**src/rtl/dpfr_pkg.sv**
```systemverilog
// dpfr_pkg: request and response types, field widths and codes of the
// demand paging fault resolver
// no dependencies
package dpfr_pkg;

    // field widths
    localparam int ADDR_W    = 32;
    localparam int SZ_W      = 21;
    localparam int SLOT_W    = 3;
    localparam int PERM_W    = 3;
    localparam int BYTES_W   = 13;
    localparam int VERDICT_W = 2;
    localparam int CFG_W     = 4;

    // operation codes
    localparam logic OP_LOAD  = 1'b0;
    localparam logic OP_FAULT = 1'b1;

    // verdict codes
    localparam logic [VERDICT_W-1:0] VERDICT_MAP     = 2'd0;
    localparam logic [VERDICT_W-1:0] VERDICT_INVALID = 2'd1;
    localparam logic [VERDICT_W-1:0] VERDICT_LOADED  = 2'd2;

    typedef struct packed {
        logic              operation;
        logic [SLOT_W-1:0] segment_slot;
        logic [ADDR_W-1:0] address;
        logic [SZ_W-1:0]   mem_bytes;
        logic [SZ_W-1:0]   file_bytes;
        logic [ADDR_W-1:0] file_start;
        logic [PERM_W-1:0] access_perm;
    } t_req;

    typedef struct packed {
        logic [VERDICT_W-1:0] verdict;
        logic [SLOT_W-1:0]    segment_hit;
        logic [ADDR_W-1:0]    page_address;
        logic [ADDR_W-1:0]    file_position;
        logic [BYTES_W-1:0]   read_bytes;
        logic [BYTES_W-1:0]   zero_bytes;
        logic [PERM_W-1:0]    page_perm;
    } t_rsp;

endpackage

```
**src/rtl/dpfr_stream_if.sv**
```systemverilog
// dpfr_stream_if: valid/ready channel carrying one request or response
// payload type is set by the instantiating level (dpfr_pkg types)
interface dpfr_stream_if #(
    parameter type T = logic
);
    logic valid;
    logic ready;
    T     data;

    modport source (output valid, output data, input ready);
    modport sink   (input valid, input data, output ready);
endinterface

```
**src/rtl/dpfr_page_map.sv**
```systemverilog
// dpfr_page_map: single bit per page mapped table, one write and one
// registered read per cycle; no dependencies
module dpfr_page_map #(
    parameter int DEPTH = 2048,
    parameter int AW    = 11
) (
    input  logic          i_clk,
    input  logic          i_we,
    input  logic [AW-1:0] i_waddr,
    input  logic          i_wdata,
    input  logic [AW-1:0] i_raddr,
    output logic          o_rdata
);

    logic r_mem [DEPTH];
    logic r_rdata;

    // write port and registered read port
    always_ff @(posedge i_clk) begin
        if (i_we) begin
            r_mem[i_waddr] <= i_wdata;
        end
        r_rdata <= r_mem[i_raddr];
    end

    assign o_rdata = r_rdata;

endmodule

```
**src/rtl/demand_paging_fault_resolver_unit.sv**
```systemverilog
// demand_paging_fault_resolver_unit: segment table scan and page fault resolution
// depends on dpfr_pkg, dpfr_stream_if and dpfr_page_map
// fault: segments are scanned in slot order, one subtract/compare per cycle, up to the
//   first hit, then S_PAGE and, for a page inside the row, S_CHECK; no hit ends in S_DONE
// load: the slot's mapped bits are wiped, one bit per cycle, before the response
// a new request can be taken in the cycle response valid rises; a held response stalls it
// reset: synchronous; a clearing pass sweeps the whole mapped table
//   before the first request is taken
module demand_paging_fault_resolver_unit #(
    parameter int NUM_SEGMENTS      = 8,
    parameter int PAGE_BYTES        = 4096,
    parameter int PAGES_PER_SEGMENT = 256
) (
    input  logic                       i_clk,
    input  logic                       i_rst_n,
    input  logic                       i_cfg_we,
    input  logic [dpfr_pkg::CFG_W-1:0] i_cfg_wdata,
    dpfr_stream_if.sink                i_req,
    dpfr_stream_if.source              o_rsp
);
    import dpfr_pkg::*;

    localparam int SEG_W     = (NUM_SEGMENTS > 1) ? $clog2(NUM_SEGMENTS) : 1;
    localparam int CNT_W     = $clog2(NUM_SEGMENTS + 1);
    localparam int MAP_DEPTH = NUM_SEGMENTS * PAGES_PER_SEGMENT;
    localparam int MAP_AW    = (MAP_DEPTH > 1) ? $clog2(MAP_DEPTH) : 1;
    localparam int PG_SH     = $clog2(PAGE_BYTES);
    localparam logic [SZ_W-1:0] PS_SZ   = SZ_W'(PAGE_BYTES);
    localparam logic [SZ_W-1:0] PG_MASK = SZ_W'(PAGE_BYTES - 1);

    typedef enum logic [6:0] {
        S_CLEAR = 7'b0000001,
        S_IDLE  = 7'b0000010,
        S_WIPE  = 7'b0000100,
        S_SCAN  = 7'b0001000,
        S_PAGE  = 7'b0010000,
        S_CHECK = 7'b0100000,
        S_DONE  = 7'b1000000
    } t_state;

    t_state r_state, n_state;

    // configuration and segment table
    logic [CFG_W-1:0]  r_seg_count;
    logic [ADDR_W-1:0] r_seg_base   [NUM_SEGMENTS];
    logic [SZ_W-1:0]   r_seg_ms     [NUM_SEGMENTS];
    logic [SZ_W-1:0]   r_seg_fs     [NUM_SEGMENTS];
    logic [ADDR_W-1:0] r_seg_foff   [NUM_SEGMENTS];
    logic [PERM_W-1:0] r_seg_perm   [NUM_SEGMENTS];

    // sequencer registers
    logic [ADDR_W-1:0] r_addr;
    logic [SEG_W-1:0]  r_scan_idx;
    logic [CNT_W-1:0]  r_scan_lim;
    logic [MAP_AW-1:0] r_row_base;
    logic [SZ_W-1:0]   r_diff;
    logic [MAP_AW-1:0] r_map_addr;
    logic [MAP_AW-1:0] r_wipe_addr;
    logic [MAP_AW-1:0] r_wipe_end;
    logic [ADDR_W-1:0] r_paddr;
    logic [ADDR_W-1:0] r_fpos;
    logic [SZ_W:0]     r_left;
    logic [SZ_W-1:0]   r_ml_page;
    logic [SZ_W:0]     r_ml_file;
    t_rsp              r_res;
    t_rsp              r_rsp;
    logic              r_rsp_valid;

    // combinational signals
    logic              req_fire;
    logic              slot_ok;
    logic [SEG_W-1:0]  slot_idx;
    logic [MAP_AW-1:0] slot_row;
    logic [CNT_W-1:0]  lim;
    logic [ADDR_W-1:0] d_base;
    logic [SZ_W-1:0]   d_ms;
    logic [SZ_W-1:0]   d_fs;
    logic [ADDR_W-1:0] d_foff;
    logic [PERM_W-1:0] d_perm;
    logic [ADDR_W:0]   scan_diff;
    logic              scan_hit;
    logic              scan_last;
    logic [SZ_W-PG_SH-1:0] page;
    logic [SZ_W-1:0]   page_off;
    logic              page_big;
    logic [MAP_AW-1:0] map_raddr;
    logic              map_q;
    logic              map_we;
    logic [MAP_AW-1:0] map_waddr;
    logic              map_wdata;
    logic              has_file;
    logic [SZ_W-1:0]   rd;
    logic [SZ_W-1:0]   room;
    logic [SZ_W-1:0]   mfl;
    logic [SZ_W-1:0]   zr;
    logic              out_free;

    assign req_fire    = i_req.valid && i_req.ready;
    assign i_req.ready = (r_state == S_IDLE);
    assign o_rsp.valid = r_rsp_valid;
    assign o_rsp.data  = r_rsp;
    assign out_free    = !r_rsp_valid || o_rsp.ready;

    // load slot decode
    assign slot_ok  = 32'(i_req.data.segment_slot) < 32'(NUM_SEGMENTS);
    assign slot_idx = SEG_W'(i_req.data.segment_slot);
    assign slot_row = MAP_AW'(32'(i_req.data.segment_slot) * 32'(PAGES_PER_SEGMENT));
    assign lim      = (32'(r_seg_count) > 32'(NUM_SEGMENTS)) ? CNT_W'(NUM_SEGMENTS)
                                                             : CNT_W'(r_seg_count);

    // descriptor of the slot under the scan pointer
    assign d_base = r_seg_base[r_scan_idx];
    assign d_ms   = r_seg_ms[r_scan_idx];
    assign d_fs   = r_seg_fs[r_scan_idx];
    assign d_foff = r_seg_foff[r_scan_idx];
    assign d_perm = r_seg_perm[r_scan_idx];

    // shared range compare unit
    assign scan_diff = {1'b0, r_addr} - {1'b0, d_base};
    assign scan_hit  = !scan_diff[ADDR_W]
                       && (scan_diff[ADDR_W-1:0] < ADDR_W'(d_ms));
    assign scan_last = (CNT_W'(r_scan_idx) + CNT_W'(1)) == r_scan_lim;

    // page number and table address
    assign page      = r_diff[SZ_W-1:PG_SH];
    assign page_off  = r_diff & ~PG_MASK;
    assign page_big  = 32'(page) >= 32'(PAGES_PER_SEGMENT);
    assign map_raddr = r_row_base + MAP_AW'(page);

    // byte counts of the mapped page
    assign has_file = !r_left[SZ_W] && (r_left[SZ_W-1:0] != '0);
    assign rd       = (r_left[SZ_W-1:0] > PS_SZ) ? PS_SZ : r_left[SZ_W-1:0];
    assign room     = PS_SZ - rd;
    assign mfl      = r_ml_file[SZ_W] ? '0 : r_ml_file[SZ_W-1:0];

    always_comb begin
        if (has_file) begin
            zr = (room > mfl) ? mfl : room;
        end else begin
            zr = (r_ml_page > PS_SZ) ? PS_SZ : r_ml_page;
        end
    end

    // mapped table write port
    always_comb begin
        map_we    = 1'b0;
        map_waddr = r_wipe_addr;
        map_wdata = 1'b0;
        if (r_state == S_CLEAR || r_state == S_WIPE) begin
            map_we = 1'b1;
        end else if (r_state == S_CHECK && !map_q) begin
            map_we    = 1'b1;
            map_waddr = r_map_addr;
            map_wdata = 1'b1;
        end
    end

    dpfr_page_map #(
        .DEPTH (MAP_DEPTH),
        .AW    (MAP_AW)
    ) u_page_map (
        .i_clk   (i_clk),
        .i_we    (map_we),
        .i_waddr (map_waddr),
        .i_wdata (map_wdata),
        .i_raddr (map_raddr),
        .o_rdata (map_q)
    );

    // sequencer next state
    always_comb begin
        n_state = r_state;
        unique case (r_state)
            S_CLEAR: begin
                if (r_wipe_addr == r_wipe_end) begin
                    n_state = S_IDLE;
                end
            end
            S_IDLE: begin
                if (req_fire) begin
                    if (i_req.data.operation == OP_LOAD) begin
                        n_state = slot_ok ? S_WIPE : S_DONE;
                    end else begin
                        n_state = (lim == '0) ? S_DONE : S_SCAN;
                    end
                end
            end
            S_WIPE: begin
                if (r_wipe_addr == r_wipe_end) begin
                    n_state = S_DONE;
                end
            end
            S_SCAN: begin
                if (scan_hit) begin
                    n_state = S_PAGE;
                end else if (scan_last) begin
                    n_state = S_DONE;
                end
            end
            S_PAGE: begin
                n_state = page_big ? S_DONE : S_CHECK;
            end
            S_CHECK: begin
                n_state = S_DONE;
            end
            S_DONE: begin
                if (out_free) begin
                    n_state = S_IDLE;
                end
            end
            default: begin
                n_state = S_IDLE;
            end
        endcase
    end

    // control state
    always_ff @(posedge i_clk) begin
        if (!i_rst_n) begin
            r_state     <= S_CLEAR;
            r_seg_count <= '0;
            r_wipe_addr <= '0;
            r_wipe_end  <= MAP_AW'(MAP_DEPTH - 1);
            r_rsp_valid <= 1'b0;
        end else begin
            r_state <= n_state;
            if (i_cfg_we) begin
                r_seg_count <= i_cfg_wdata;
            end
            if (r_state == S_CLEAR || r_state == S_WIPE) begin
                r_wipe_addr <= r_wipe_addr + MAP_AW'(1);
            end else if (req_fire && i_req.data.operation == OP_LOAD) begin
                r_wipe_addr <= slot_row;
                r_wipe_end  <= slot_row + MAP_AW'(PAGES_PER_SEGMENT - 1);
            end
            if (r_state == S_DONE && out_free) begin
                r_rsp_valid <= 1'b1;
            end else if (o_rsp.ready) begin
                r_rsp_valid <= 1'b0;
            end
        end
    end

    // descriptor table writes
    always_ff @(posedge i_clk) begin
        if (req_fire && i_req.data.operation == OP_LOAD && slot_ok) begin
            r_seg_base[slot_idx] <= i_req.data.address;
            r_seg_ms[slot_idx]   <= i_req.data.mem_bytes;
            r_seg_fs[slot_idx]   <= i_req.data.file_bytes;
            r_seg_foff[slot_idx] <= i_req.data.file_start;
            r_seg_perm[slot_idx] <= i_req.data.access_perm;
        end
    end

    // datapath registers
    always_ff @(posedge i_clk) begin
        if (r_state == S_DONE && out_free) begin
            r_rsp <= r_res;
        end
        unique case (r_state)
            S_IDLE: begin
                r_addr     <= i_req.data.address;
                r_scan_idx <= '0;
                r_row_base <= '0;
                r_scan_lim <= lim;
                if (i_req.data.operation == OP_LOAD) begin
                    r_res <= '{verdict: VERDICT_LOADED,
                               segment_hit: i_req.data.segment_slot, default: '0};
                end else begin
                    r_res <= '{verdict: VERDICT_INVALID, default: '0};
                end
            end
            S_SCAN: begin
                r_diff <= scan_diff[SZ_W-1:0];
                if (!scan_hit) begin
                    r_scan_idx <= r_scan_idx + SEG_W'(1);
                    r_row_base <= r_row_base + MAP_AW'(PAGES_PER_SEGMENT);
                end
            end
            S_PAGE: begin
                r_map_addr <= map_raddr;
                r_paddr    <= d_base + ADDR_W'(page_off);
                r_fpos     <= d_foff + ADDR_W'(page_off);
                r_left     <= {1'b0, d_fs} - {1'b0, page_off};
                r_ml_page  <= d_ms - page_off;
                r_ml_file  <= {1'b0, d_ms} - {1'b0, d_fs};
                r_res      <= '{verdict: VERDICT_INVALID,
                                segment_hit: SLOT_W'(r_scan_idx), default: '0};
            end
            S_CHECK: begin
                if (!map_q) begin
                    r_res.verdict       <= VERDICT_MAP;
                    r_res.page_address  <= r_paddr;
                    r_res.file_position <= has_file ? r_fpos : '0;
                    r_res.read_bytes    <= has_file ? BYTES_W'(rd) : '0;
                    r_res.zero_bytes    <= BYTES_W'(zr);
                    r_res.page_perm     <= d_perm;
                end
            end
            S_CLEAR, S_WIPE, S_DONE: begin
                r_diff <= r_diff;
            end
            default: begin
                r_diff <= r_diff;
            end
        endcase
    end

`ifndef NO_ASSERTIONS
    // the scan pointer stays below the number of segments in use
    a_scan_in_range: assert property (@(posedge i_clk) disable iff (!i_rst_n)
        (r_state == S_SCAN) |-> (CNT_W'(r_scan_idx) < r_scan_lim))
        else $error("scan pointer beyond segment count");

    // the checked mapped bit belongs to the row of the hit segment
    a_map_in_row: assert property (@(posedge i_clk) disable iff (!i_rst_n)
        (r_state == S_CHECK)
        |-> ((32'(r_map_addr) - 32'(r_row_base)) < 32'(PAGES_PER_SEGMENT)))
        else $error("mapped bit address outside segment row");

    // copied and cleared bytes never exceed one page
    a_page_bytes: assert property (@(posedge i_clk) disable iff (!i_rst_n)
        (r_state == S_CHECK && !map_q)
        |-> (((has_file ? 32'(rd) : 32'd0) + 32'(zr)) <= 32'(PAGE_BYTES)))
        else $error("page byte counts exceed page size");

    // a response appears only after the sequencer finished a request
    a_rsp_after_done: assert property (@(posedge i_clk) disable iff (!i_rst_n)
        $rose(r_rsp_valid) |-> $past(r_state == S_DONE))
        else $error("response raised outside completion");
`endif

endmodule

```
**src/flat_wrapper.sv**
```systemverilog
// flat-port wrapper written by rule: the top's interface ports become plain ports
module demand_paging_fault_resolver_unit_flat import dpfr_pkg::*;
#(
    parameter int NUM_SEGMENTS      = 8,
    parameter int PAGE_BYTES        = 4096,
    parameter int PAGES_PER_SEGMENT = 256
)
  (i_clk, i_rst_n, i_cfg_we, i_cfg_wdata, i_req_valid, i_req_data, i_req_ready, o_rsp_valid, o_rsp_data, o_rsp_ready);
  dpfr_stream_if #(.T(t_req)) i_req_i ();
  dpfr_stream_if #(.T(t_rsp)) o_rsp_i ();
  input  logic i_clk;
  input  logic i_rst_n;
  input  logic i_cfg_we;
  input  logic [dpfr_pkg::CFG_W-1:0] i_cfg_wdata;
  input wire logic [$bits(i_req_i.valid)-1:0] i_req_valid;
  input wire logic [$bits(i_req_i.data)-1:0] i_req_data;
  output wire logic [$bits(i_req_i.ready)-1:0] i_req_ready;
  output wire logic [$bits(o_rsp_i.valid)-1:0] o_rsp_valid;
  output wire logic [$bits(o_rsp_i.data)-1:0] o_rsp_data;
  input wire logic [$bits(o_rsp_i.ready)-1:0] o_rsp_ready;
  assign i_req_i.valid = i_req_valid;
  assign i_req_i.data = i_req_data;
  assign i_req_ready = i_req_i.ready;
  assign o_rsp_valid = o_rsp_i.valid;
  assign o_rsp_data = o_rsp_i.data;
  assign o_rsp_i.ready = o_rsp_ready;
  demand_paging_fault_resolver_unit #(.NUM_SEGMENTS(NUM_SEGMENTS), .PAGE_BYTES(PAGE_BYTES), .PAGES_PER_SEGMENT(PAGES_PER_SEGMENT)) u_core (.i_clk(i_clk), .i_rst_n(i_rst_n), .i_cfg_we(i_cfg_we), .i_cfg_wdata(i_cfg_wdata), .i_req(i_req_i), .o_rsp(o_rsp_i));
endmodule
```
**config.mk**
```make
export PLATFORM = sky130hd
export DESIGN_NAME = demand_paging_fault_resolver_unit_flat
export DESIGN_NICKNAME = d
export VERILOG_FILES = /design/src/rtl/dpfr_pkg.sv /design/src/rtl/dpfr_stream_if.sv /design/src/rtl/dpfr_page_map.sv /design/src/rtl/demand_paging_fault_resolver_unit.sv /design/src/flat_wrapper.sv
export SDC_FILE = /design/constraint.sdc
export NUM_CORES = 2
export LEC_CHECK = 0
export BUFFER_PORTS_ARGS = -buffer_cell sky130_fd_sc_hd__buf_4
export CAP_MARGIN = 20
export CORE_ASPECT_RATIO = 2
export CORE_MARGIN = 2
export CORE_UTILIZATION = 59
export DETAILED_ROUTE_END_ITERATION = 8
export PLACE_DENSITY = 0.75
export SLEW_MARGIN = 0
export SYNTH_ARGS = -nofsm -noshare
export SYNTH_HDL_FRONTEND = slang
export SYNTH_SLANG_ARGS = --single-unit
```
**constraint.sdc**
```tcl
create_clock -name i_clk -period 31 [get_ports i_clk]
set_input_delay 6.2 -clock i_clk [delete_from_list [all_inputs] [get_ports i_clk]]
set_output_delay 6.2 -clock i_clk [all_outputs]
set_load 0.01 [all_outputs]
```
==> results.ini <==
[synthesis]
synthArstFlopShare = 0
syn-cell-area_um2 = 141000
yosysTopAreaCell = edfxtp_1
syn_area_per_cell_um2 = 16.5
syn_inst = 8505
ys_ff_latch = 3337
synth.distinct_cells = 72
ys_seq_area_frac = 0.711
synthTopCellsByArea = edfxtp_1, mux4_2, nor2_1
synthDominantCellAreaShare = 0.707
yosys_warnings = 0
ys.flop_type = edfxtp_1
synth_edf_count = 3307

[critical_path]
start_kind = flop
path_buf_inv = 2
cp.required_ns = 24.80
critPathMaxStageDelay_ns = 0.41
cp_data_arrival_time_ns = 2.57
r2r_slack_ns = 23.47
cpLargestDelayFamily = simple AND/OR/NAND/NOR gates
worstReg2RegEnd = u_core.r_row_base[9]
cp_max_fo = 7
crit_chain = or3_1 -> nor3_1 -> nand3b_1 -> inv_2 -> buf_4
worstSetupEndpointType = primary output
reg2reg_depth = 18
crit_slowest_cell = or3_1
worstSetupPathType = reg -> out

[min_path]
hold_path.startpoint = u_core.r_res[70]
hold_end = u_core.o_rsp.data[70]
holdPathStages = 0
hp-class = reg -> reg

[place]
place_ws_ns = 21.83
routabilityCongestion = 0.929
placed_area_um2 = 145000
numPortBuffers = 221
place_hpwl_um = 196000

[floorplanning]
dieHeight_um = 694
num_io_pins = 222
die_x_um = 349
num_rows = 253
start_util = 0.593
dieArea_um2 = 242000
core_um2 = 237000

[power_and_ir_drop]
vdd.ir_drop.worst_v = 0.0000893
power.leakage_nw = 42.1
power_density_nw_per_um2 = 62.7

[grt]
first_global_vias = 79200
grt-ovfl-total = 0
grt_pass1_wl_um = 512000
globalRouteTotalUtil = 0.293
grt_max_degree = 277
antenna_found_initial = 13

[final_layout]
n_fill_cell = 15600
layout-area-overhead-vs-synth_pct = 9.55
multi_input_area_um2 = 37800
fin_nets = 8773
regArea_um2 = 99900
post-route-cell-area_um2 = 154000
drive_gt1_frac = 0.197

[timing]
finalSetupTns_ns = 0
rsz0062_at_grt = false
worstMarginPinSlew_ns = 1.22
slew_headroom = 0.186
skew_ns = 0.0325
period_minus_slack_ns = 8.77
setup_ws_ns = 22.23
timing.fmax_mhz = 114
slew_violations = 0
fin_crit_sh = 0.283
finalHoldViolations = 0
setup_viol = 0

[route]
finalWirelength_um = 355000
drc = 0
initialDrtViolationCount = 9441
via_per_inst = 6.53
wire_per_inst_um = 30.1
drt_first_pass_iters = 6
detail-route-antenna-nets = 0
dr_total_vias = 76900

[clock_network]
post_cts_buffers = 0
cts_made_buffers = 279
post_cts_resized = 0
insertion_delay_ns = 0.88
clk_pin_slew_ns = 0.07
cts_hold_buffers = 0
cts_buffer_depth = 4
cts_tree = done
htreeDepth = 5
clock_sinks = 3337
clock-root-buffer = clkbuf_16

[status]
status = finished, final reports clean

[job]
cap_viol_max_count = 0

[state kept, by name, summed over array words and instances (netlist names), 3 cells and up, named ones only]
name                     flops
u_core.u_page_map.r_mem   2048
u_core.r_seg_base          256
u_core.r_seg_foff          256
u_core.r_seg_fs            168
u_core.r_seg_ms            168
u_core.o_rsp.data           98
u_core.r_res                98
u_core.r_addr               32
u_core.r_fpos               32
u_core.r_paddr              32
u_core.r_seg_perm           24
u_core.r_left               22
u_core.r_ml_file            22
u_core.r_ml_page            21
u_core.r_map_addr           11
u_core.r_wipe_addr          11
u_core.r_diff                9
u_core.r_state               7
u_core.r_scan_lim            4
u_core.r_seg_count           4
u_core.r_row_base            3
u_core.r_scan_idx            3
u_core.r_wipe_end            3
[cells in the final DEF (no fill, tap or decap), types with 65 or more instances in the layout]
master | synthesis | routed
mux2i_1 | 105 | 101
edfxtp_1 | 3307 | 3307
inv_1 | 134 | 132
a21oi_1 | 92 | 91
nand2_1 | 185 | 169
ha_1 | 136 | 136
mux4_2 | 859 | 859
clkbuf_16 | 0 | 287
nor2_1 | 2197 | 2180
xnor2_1 | 65 | 65
buf_4 | 21 | 348
[cells in the mapped netlist (all sizes together) (17+ instances only)]
| cell type | n |
|---|---|
| mux2i | 105 |
| dfxtp | 30 |
| mux4 | 859 |
| inv | 134 |
| nor2b | 29 |
| nor3 | 38 |
| a21o | 26 |
| clkbuf | 451 |
| xnor2 | 65 |
| nand4 | 17 |
| nor2 | 2199 |
| a22o | 25 |
| nand3 | 43 |
| and2 | 46 |
| a22oi | 28 |
| and3 | 57 |
| edfxtp | 3307 |
| buf | 202 |
| a31oi | 20 |
| nand2b | 54 |
| a21oi | 92 |
| ha | 136 |
| o21ai | 70 |
| mux2 | 32 |
| a221oi | 29 |
| o21a | 17 |
| nand2 | 185 |
| xor2 | 35 |
[worst max path at each step]
stage / start / endpoint / depth (start not counted)
finish: u_core.r_state[5] / i_req_ready / 5
global route: u_core.r_state[5] / i_req_ready / 5
CTS: u_core.r_state[5] / i_req_ready / 5
detailed placement: i_req_data[112] / u_core.r_seg_fs[7][4] / 7
global placement: i_req_data[112] / u_core.r_seg_fs[7][6] / 7
floorplan: i_req_data[112] / u_core.r_seg_base[0][0] / 4
[layer usage]
metal  up-vias  routed length, um  GRT usage  share of wire
met2      4112             184000      0.511           0.52
met5         -                 61          0        0.00017
met3      1019              30200     0.0482          0.085
met4         8              26600      0.184          0.075
met1     39500             114000      0.336           0.32
li1      32200                  -          -              -
[where the power goes]
group	leakage [nW]	switching (W)	total, W	internal [W]
clock network	4.23	0.00158	0.00348	0.00191
logic	12.1	0.000727	0.00112	0.000398
registers	25.7	0.0000378	0.00504	0.00500
[per-stage QoR]
stage	utilization	power [W]	instances	hold slack, ns
finish	0.649	0.00965	11800	0.415
global route	0.649	0.00990	11800	0.421
CTS	0.648	0.00966	11700	0.418
detailed placement	0.611	0.00624	11300	0.405
global placement	0.611	0.00621	11300	0.403
floorplan	-	0.00582	8508	0.400
[kinds of logic after synthesis]
logic type / count (synthesis) / share of synthesized area
other: 1 / 0.0000267
AND/OR/NAND/NOR: 2744 / 0.0794
flip-flops: 3337 / 0.711
buffers and inverters: 789 / 0.0238
AO/OA/AOI/OAI: 396 / 0.0189
XOR/XNOR: 100 / 0.00623
multiplexers: 996 / 0.148
adder cells (fa/ha/maj): 142 / 0.0130
[worst register-to-register path, stage by stage, from the launching register on]
cell and delay (ns):
dfxtp_4 0.78, buf_4 0.83, mux4_2 0.61, mux2i_1 0.32, ha_1 0.36, a21oi_1 0.17
o21ai_0 0.10, a21oi_1 0.28, nand2_1 0.19, xor2_1 0.51, ha_1 0.36, o221ai_1 0.35
nand4_1 0.14, o211ai_1 0.43, nand4_1 0.15, a2111oi_0 0.43, nand4_1 0.53, nand2_1 0.43
nand2_1 0.26
[layout make-up]
type                    instances  area share
clock buffers                 345      0.0482
clock inverters               132     0.00859
diodes                          6   0.0000975
inverters                     136     0.00336
well taps                    3060      0.0249
repair buffers                373      0.0204
flip-flops and latches       3337       0.649
multi-input cells            4382       0.245
Power figures use the tool's default switching activity.
